<file path="src/sv/dbas_pkg.sv">
// ----------------------------------------------------------------------------
// dbas_pkg
// Types and constants shared by the double-beep alarm sequencer.
// ----------------------------------------------------------------------------
package dbas_pkg;

	localparam int unsigned DUR_W     = 16;
	localparam int unsigned ELAPSED_W = DUR_W + 1;
	localparam int unsigned COUNT_W   = 8;
	localparam int unsigned CFG_IDX_W = 2;

	localparam logic [DUR_W-1:0] TONE_MS_RST        = DUR_W'(100);
	localparam logic [DUR_W-1:0] SHORT_PAUSE_MS_RST = DUR_W'(100);
	localparam logic [DUR_W-1:0] LONG_PAUSE_MS_RST  = DUR_W'(500);

	typedef enum logic [1:0] {
		CMD_TICK  = 2'd0,
		CMD_START = 2'd1,
		CMD_STOP  = 2'd2
	} cmd_t;

	typedef enum logic [CFG_IDX_W-1:0] {
		REG_TONE_MS        = 2'd0,
		REG_SHORT_PAUSE_MS = 2'd1,
		REG_LONG_PAUSE_MS  = 2'd2
	} cfg_reg_t;

	typedef enum logic [2:0] {
		PH_OFF    = 3'd0,
		PH_TONE1  = 3'd1,
		PH_PAUSE1 = 3'd2,
		PH_TONE2  = 3'd3,
		PH_PAUSE2 = 3'd4
	} phase_t;

endpackage

</file>
<file path="src/sv/double_beep_alarm_sequencer.sv">
// ----------------------------------------------------------------------------
// double_beep_alarm_sequencer
// Buzzer pattern sequencer: tone, short pause, tone, long pause, repeated.
// ----------------------------------------------------------------------------
// Each accepted item (tick, start, stop or unused code) yields exactly one
// result item that shows the pin level and phase after the update. Items pass
// through one input register and update the sequencer state, which doubles as
// the result register; one item is taken per cycle while the result side does
// not stall. Configuration writes take effect at once and are meant to happen
// while no item is in flight.
module double_beep_alarm_sequencer (
	input  logic                                clk,
	input  logic                                arst_n,
	input  logic                                cfg_wr_en,
	input  logic [dbas_pkg::CFG_IDX_W-1:0]      cfg_index,
	input  logic [dbas_pkg::DUR_W-1:0]          cfg_data,
	input  logic                                in_valid,
	output logic                                in_stall,
	input  logic [1:0]                          cmd,
	input  logic [dbas_pkg::COUNT_W-1:0]        repeat_limit,
	output logic                                out_valid,
	input  logic                                out_stall,
	output logic                                pin_level,
	output logic [2:0]                          phase
);

	logic [dbas_pkg::DUR_W-1:0] tone_ms_q, short_pause_ms_q, long_pause_ms_q;

	logic                          valid_s1;
	dbas_pkg::cmd_t                cmd_s1;
	logic [dbas_pkg::COUNT_W-1:0]  limit_s1;

	logic                          out_valid_q;
	dbas_pkg::phase_t              phase_q, phase_d;
	logic [dbas_pkg::ELAPSED_W-1:0] elapsed_q, elapsed_d, elapsed_inc;
	logic [dbas_pkg::COUNT_W-1:0]  done_q, done_d, wanted_q, wanted_d;
	logic                          drive_q, drive_d;
	logic [dbas_pkg::DUR_W-1:0]    dur_sel;
	logic [dbas_pkg::COUNT_W:0]    count_next;
	logic                          advance;

	assign advance  = valid_s1 && (!out_valid_q || !out_stall);
	assign in_stall = valid_s1 && !advance;

	always_ff @(posedge clk or negedge arst_n) begin
		if (!arst_n) begin
			tone_ms_q        <= dbas_pkg::TONE_MS_RST;
			short_pause_ms_q <= dbas_pkg::SHORT_PAUSE_MS_RST;
			long_pause_ms_q  <= dbas_pkg::LONG_PAUSE_MS_RST;
		end else if (cfg_wr_en) begin
			unique case (cfg_index)
				dbas_pkg::REG_TONE_MS:        tone_ms_q        <= cfg_data;
				dbas_pkg::REG_SHORT_PAUSE_MS: short_pause_ms_q <= cfg_data;
				dbas_pkg::REG_LONG_PAUSE_MS:  long_pause_ms_q  <= cfg_data;
				default: ;
			endcase
		end
	end

	always_ff @(posedge clk or negedge arst_n) begin
		if (!arst_n) begin
			valid_s1 <= 1'b0;
		end else if (in_valid && !in_stall) begin
			valid_s1 <= 1'b1;
		end else if (advance) begin
			valid_s1 <= 1'b0;
		end
	end

	always_ff @(posedge clk) begin
		if (in_valid && !in_stall) begin
			cmd_s1   <= dbas_pkg::cmd_t'(cmd);
			limit_s1 <= repeat_limit;
		end
	end

	// sequencer state; also the result register
	always_ff @(posedge clk or negedge arst_n) begin
		if (!arst_n) begin
			out_valid_q <= 1'b0;
			phase_q     <= dbas_pkg::PH_OFF;
			elapsed_q   <= '0;
			done_q      <= '0;
			wanted_q    <= '0;
			drive_q     <= 1'b0;
		end else begin
			if (advance) begin
				out_valid_q <= 1'b1;
			end else if (!out_stall) begin
				out_valid_q <= 1'b0;
			end
			if (advance) begin
				phase_q   <= phase_d;
				elapsed_q <= elapsed_d;
				done_q    <= done_d;
				wanted_q  <= wanted_d;
				drive_q   <= drive_d;
			end
		end
	end

	assign elapsed_inc = (&elapsed_q) ? elapsed_q : elapsed_q + 1'b1;
	assign count_next  = {1'b0, done_q} + 1'b1;

	always_comb begin
		unique case (phase_q)
			dbas_pkg::PH_PAUSE1: dur_sel = short_pause_ms_q;
			dbas_pkg::PH_PAUSE2: dur_sel = long_pause_ms_q;
			default:             dur_sel = tone_ms_q;
		endcase
	end

	always_comb begin
		phase_d   = phase_q;
		elapsed_d = elapsed_q;
		done_d    = done_q;
		wanted_d  = wanted_q;
		drive_d   = drive_q;
		unique case (cmd_s1)
			dbas_pkg::CMD_START: begin
				wanted_d  = limit_s1;
				done_d    = '0;
				phase_d   = dbas_pkg::PH_TONE1;
				elapsed_d = '0;
				drive_d   = 1'b1;
			end
			dbas_pkg::CMD_STOP: begin
				phase_d = dbas_pkg::PH_OFF;
				done_d  = '0;
				drive_d = 1'b0;
			end
			dbas_pkg::CMD_TICK: begin
				if (phase_q != dbas_pkg::PH_OFF) begin
					elapsed_d = elapsed_inc;
					if (elapsed_inc > {1'b0, dur_sel}) begin
						elapsed_d = '0;
						unique case (phase_q)
							dbas_pkg::PH_TONE1: begin
								phase_d = dbas_pkg::PH_PAUSE1;
								drive_d = 1'b0;
							end
							dbas_pkg::PH_PAUSE1: begin
								phase_d = dbas_pkg::PH_TONE2;
								drive_d = 1'b1;
							end
							dbas_pkg::PH_TONE2: begin
								phase_d = dbas_pkg::PH_PAUSE2;
								drive_d = 1'b0;
							end
							default: begin
								if (count_next >= {1'b0, wanted_q}) begin
									phase_d   = dbas_pkg::PH_OFF;
									done_d    = '0;
									drive_d   = 1'b0;
									elapsed_d = elapsed_inc;
								end else begin
									done_d  = count_next[dbas_pkg::COUNT_W-1:0];
									phase_d = dbas_pkg::PH_TONE1;
									drive_d = 1'b1;
								end
							end
						endcase
					end
				end
			end
			default: ;
		endcase
	end

	assign out_valid = out_valid_q;
	assign pin_level = drive_q;
	assign phase     = phase_q;

	a_off_pin_low: assert property (@(posedge clk) disable iff (!arst_n)
		(phase_q == dbas_pkg::PH_OFF) |-> !drive_q)
		else $error("pin high while sequence off");

	a_tone_pin_high: assert property (@(posedge clk) disable iff (!arst_n)
		(phase_q == dbas_pkg::PH_TONE1 || phase_q == dbas_pkg::PH_TONE2) |-> drive_q)
		else $error("pin low during a tone");

	a_stop_ends: assert property (@(posedge clk) disable iff (!arst_n)
		(advance && cmd_s1 == dbas_pkg::CMD_STOP) |=>
		(phase_q == dbas_pkg::PH_OFF && done_q == '0))
		else $error("stop did not end the sequence");

	a_stall_only_full: assert property (@(posedge clk) disable iff (!arst_n)
		in_stall |-> (valid_s1 && out_valid_q && out_stall))
		else $error("input stalled with room downstream");

endmodule

</file>
<file path="config.mk">
export PLATFORM = sky130hd
export DESIGN_NAME = double_beep_alarm_sequencer
export DESIGN_NICKNAME = d
export VERILOG_FILES = /design/src/sv/dbas_pkg.sv /design/src/sv/double_beep_alarm_sequencer.sv
export SDC_FILE = /design/constraint.sdc
export NUM_CORES = 1
export LEC_CHECK = 0
export BUFFER_PORTS_ARGS = -buffer_cell sky130_fd_sc_hd__buf_4
export CAP_MARGIN = 20
export CORE_ASPECT_RATIO = 0.5
export CORE_MARGIN = 2
export CORE_UTILIZATION = 51
export DETAILED_ROUTE_END_ITERATION = 8
export GPL_TIMING_DRIVEN = 0
export PLACE_DENSITY_LB_ADDON = 0.3
export SYNTH_ARGS = -nofsm -noshare
export SYNTH_HDL_FRONTEND = slang
export SYNTH_SLANG_ARGS = --single-unit
</file>
<file path="constraint.sdc">
create_clock -name clk -period 5.2 [get_ports clk]
set_clock_uncertainty 0.1 [all_clocks]
set_input_delay 0.26 -clock clk [delete_from_list [all_inputs] [get_ports clk]]
set_output_delay 0.26 -clock clk [all_outputs]
set_load 0.02 [all_outputs]
</file>
==> results.md <==
* GRT Total Usage at 0.205
* Internal at 1.43 mW
* GPL Wtd Cong at 0.780
* First-pass DRT Iterations at 5
* Ys Warns at 0
* Hold worst-path end: valid_s1$_DFFE_PN0P_
* Unrepaired setup endpoints after global routing: no
* Slew headroom at 0.559
* Routing usage on met1 at 0.273
* Area grow syn2layout at 17.2%
* Worst Path Required at about 5.3 ns
* Register area share after synthesis at 0.476
* Cell type with the largest total area after synthesis: dfrtp_1
* Synth cell count leaders: 75 x dfrtp_1, 56 x mux2_2, 52 x nand2_1, 30 x ha_1, 30 x inv_1
* Share of cells above drive strength 1 at 0.269
* Sinks on Clock Net at 97
* Ports at 39
* Slowest cell delay on critical path at 0.57 ns
* Synth top area share at 0.359
* Slowest stage cell on the critical path: or4_4
* RR Startpoint: phase[2]$_DFFE_PN0P_
* Detailed Route WL at between 10000 and 15000 microns
* Die span in x at roughly 150 microns
* CP Cell Sequence: clkbuf_1, nand2b_1, clkbuf_1, a21oi_1, clkbuf_1, o21ai_0, ha_1, nand3_2, or4_4, a31oi_4, nor3_1, a211oi_4, buf_6, o21ai_2
* Reg2reg setup slack at around 0.84 ns
* DR DRC count at 0
* Synth unique cells at between 50 and 60
* TNS Setup at 0 ns
* Top cells by area, synth: dfrtp_1 36%, mux2_2 12%, ha_1 7.2%, dfstp_2 6.0%, edfxtp_1 5.7%
* Sequential share of power at 0.474
* Finished Core Util at 0.608
* Bufs on Longest Clock Path at 2
* Detail Route Antenna Nets at 0
* Final Non-Filler Cells at 690
* Worst min path class: in -> reg
* Net load switching power at about 600 uW
* Switching share of power at 0.295
* N_diodes at 0
* Clock transition at path regs at around 0.07 ns
* CP most frequent cell: clkbuf_1
* Most used DFF post-synth: dfrtp_1
* Final worst-path cycle share at 0.838
* Die area at around 11000 sq um
* Placed Cells at about 660
* Critical path type: reg -> reg
* CTS tree: yes
* Post-synth EDFFs at 10
* Fin crit period at roughly 4.4 ns
* Outcome: complete, no violations
* Clock Power Share at 0.323
* Final setup viols at 0
* CP arrival at ~4.5 ns
* Fin nets at between 600 and 700
* Maxcap violations at 0
* Count leader, synth: dfrtp_1
* Critical Path Start Type: flip-flop
* Worst-Skew Late Latency at between 0.3 and 0.4 ns
* Pleak at ~2.7 nW
* Hold depth at 2
* Final Hold Vio Count at 0
* Die Y at between 70 and 80 microns
* PortBufs at 38
* Pwr Total at 2.02 mW
* Logic pwr share at 0.202
* Core Footprint at about 10000 sq um
* Vias at 3765
* Worst-margin pin slew at between 0.6 and 0.7 ns
* Syn_area_per_cell at around 11 sq um
* Min-Delay Startpoint: in_valid
* Largest net degree at the start of global routing at a little under 90
* VDD IR max at 164 uV
* Row cnt at 26
* GRT met3 Usage at 0.0497
* Grt met2 use at 0.354
* F_max at around 230 MHz
* Reg-to-reg critical path endpoint: elapsed_q[14]$_DFFE_PN0P_
* CP max FO at 10
* First-pass GRT wire length at between 15000 and 20000 microns
* 1st-iter DRT viols at between 100 and 150
* Clock tree root buffer cell: clkbuf_16
* Register area at 2490 sq um
* Initial core utilization at 0.519
* Synth Register Bits at 97
* FF-to-FF path depth at 14
* Post-synth design cell area at between 5000 and 6000 sq um
* Antenna violations before repair at 0
* Number of CTS-inserted buffers at 9
* GRT overflow at 0
* Final Max Tran Viols at 0
* Async S/R FF share, synth at 0.897
* Vias per inst at 5.46
* Dpl hpwl at 7540 microns
* Number of H-tree levels at 3
* Vias in the first global route at 3704
* Routed len/inst at roughly 16 microns
* Grt peak-use layer: met2
* Fillcell total at 866
* Combined area of the multi-input logic cells at 2560 sq um
* Mapped Cells at approximately 480
* Syn nets at approximately 550
* CP Capture Type: flip-flop
* Pwr Density at 330 nW/um^2
-- worst max-delay path: cells and delay by family, from the launching register on --
| family | cells | cell delay, ns |
|---|---|---|
| flip-flops | 1 | 0.38 |
| AND/OR/NAND/NOR | 4 | 0.96 |
| adder cells (fa/ha/maj) | 1 | 0.33 |
| AO/OA/AOI/OAI | 5 | 1.37 |
| buffers and inverters | 4 | 1.07 |
-- power by group through the flow --
stage / combinational, mW / sequential (mW) / clock [mW]
floorplan: 0.283 / 0.958 / 0
global placement: 0.392 / 0.967 / 0
detailed placement: 0.403 / 0.973 / 0
CTS: 0.413 / 0.959 / 0.669
global route: 0.466 / 0.977 / 0.699
finish: 0.409 / 0.960 / 0.655
-- stage by stage --
step	hold WS (ns)	worst slack [ns]	instance area [sq um]
CTS	0.0205	0.832	6100
finish	0.0275	0.844	6140
floorplan	-0.136	1.49	5230
detailed placement	0.339	0.849	5700
global route	0.0256	0.512	6140
global placement	0.340	0.875	5690
-- layer usage --
metal	up-vias	wire length, microns
met1	1839	5380
met2	60	4930
met3	6	341
met5	-	0
li1	1860	-
met4	0	54
-- placed cells by master (no fill, tap or decap), types with 9 or more instances in the layout --
cell	n
o21ai_0	27
dlygate4sd3_1	11
buf_4	38
clkbuf_16	9
nand2b_1	10
dfrtp_1	75
dfstp_2	12
nand2_1	52
o21ai_2	9
nand3_1	20
inv_1	30
xnor2_1	11
a21oi_1	18
ha_1	30
nor2_1	15
mux2_2	56
clkbuf_1	11
o22ai_1	16
edfxtp_1	10
-- area by class of cell --
cell class | instances | area share
buffer | 14 | 0.0110
tap | 140 | 0.0285
multi-input combinational | 341 | 0.417
timing repair buffer | 51 | 0.0697
sequential | 97 | 0.406
clock inverter | 7 | 0.0120
clock buffer | 9 | 0.0367
inverter | 31 | 0.0190
-- registers in the layout, summed over array words and instances (netlist names) --
signal            count
pin_level             1
elapsed_q            17
cmd_s1                2
valid_s1              1
tone_ms_q            16
wanted_q              8
long_pause_ms_q      16
out_valid             1
limit_s1              8
short_pause_ms_q     16
phase                 3
done_q                8
-- how the worst max path moves through the flow --
stage	to	cells after the start	startpoint	slack (ns)
after floorplan	done_q[0]$_DFFE_PN0P_	15	phase[2]$_DFFE_PN0P_	1.49
after global placement	elapsed_q[7]$_DFFE_PN0P_	14	phase[2]$_DFFE_PN0P_	0.88
after detailed placement	elapsed_q[14]$_DFFE_PN0P_	14	phase[2]$_DFFE_PN0P_	0.85
after CTS	elapsed_q[14]$_DFFE_PN0P_	14	phase[2]$_DFFE_PN0P_	0.83
after global routing	elapsed_q[6]$_DFFE_PN0P_	14	phase[2]$_DFFE_PN0P_	0.51
final	elapsed_q[14]$_DFFE_PN0P_	14	phase[2]$_DFFE_PN0P_	0.84
-- timing repair --
item / CTS / global route
hold buffers: 10 / 1
resized for setup: 0 / 0
setup endpoints to repair: 0 / 0
setup buffers: 0 / 0
endpoints found under the hold margin: 10 / 13
-- kinds of logic (layout without fill, tap and decap cells) --
kind of cell,after synthesis,in the layout,share of synthesized area
XOR/XNOR,17,17,0.0284
multiplexers,58,58,0.124
AO/OA/AOI/OAI,102,102,0.133
buffers and inverters,45,112,0.0351
AND/OR/NAND/NOR,134,134,0.131
flip-flops,97,97,0.476
adder cells (fa/ha/maj),30,30,0.0717
(Power assumes the default switching activity.)
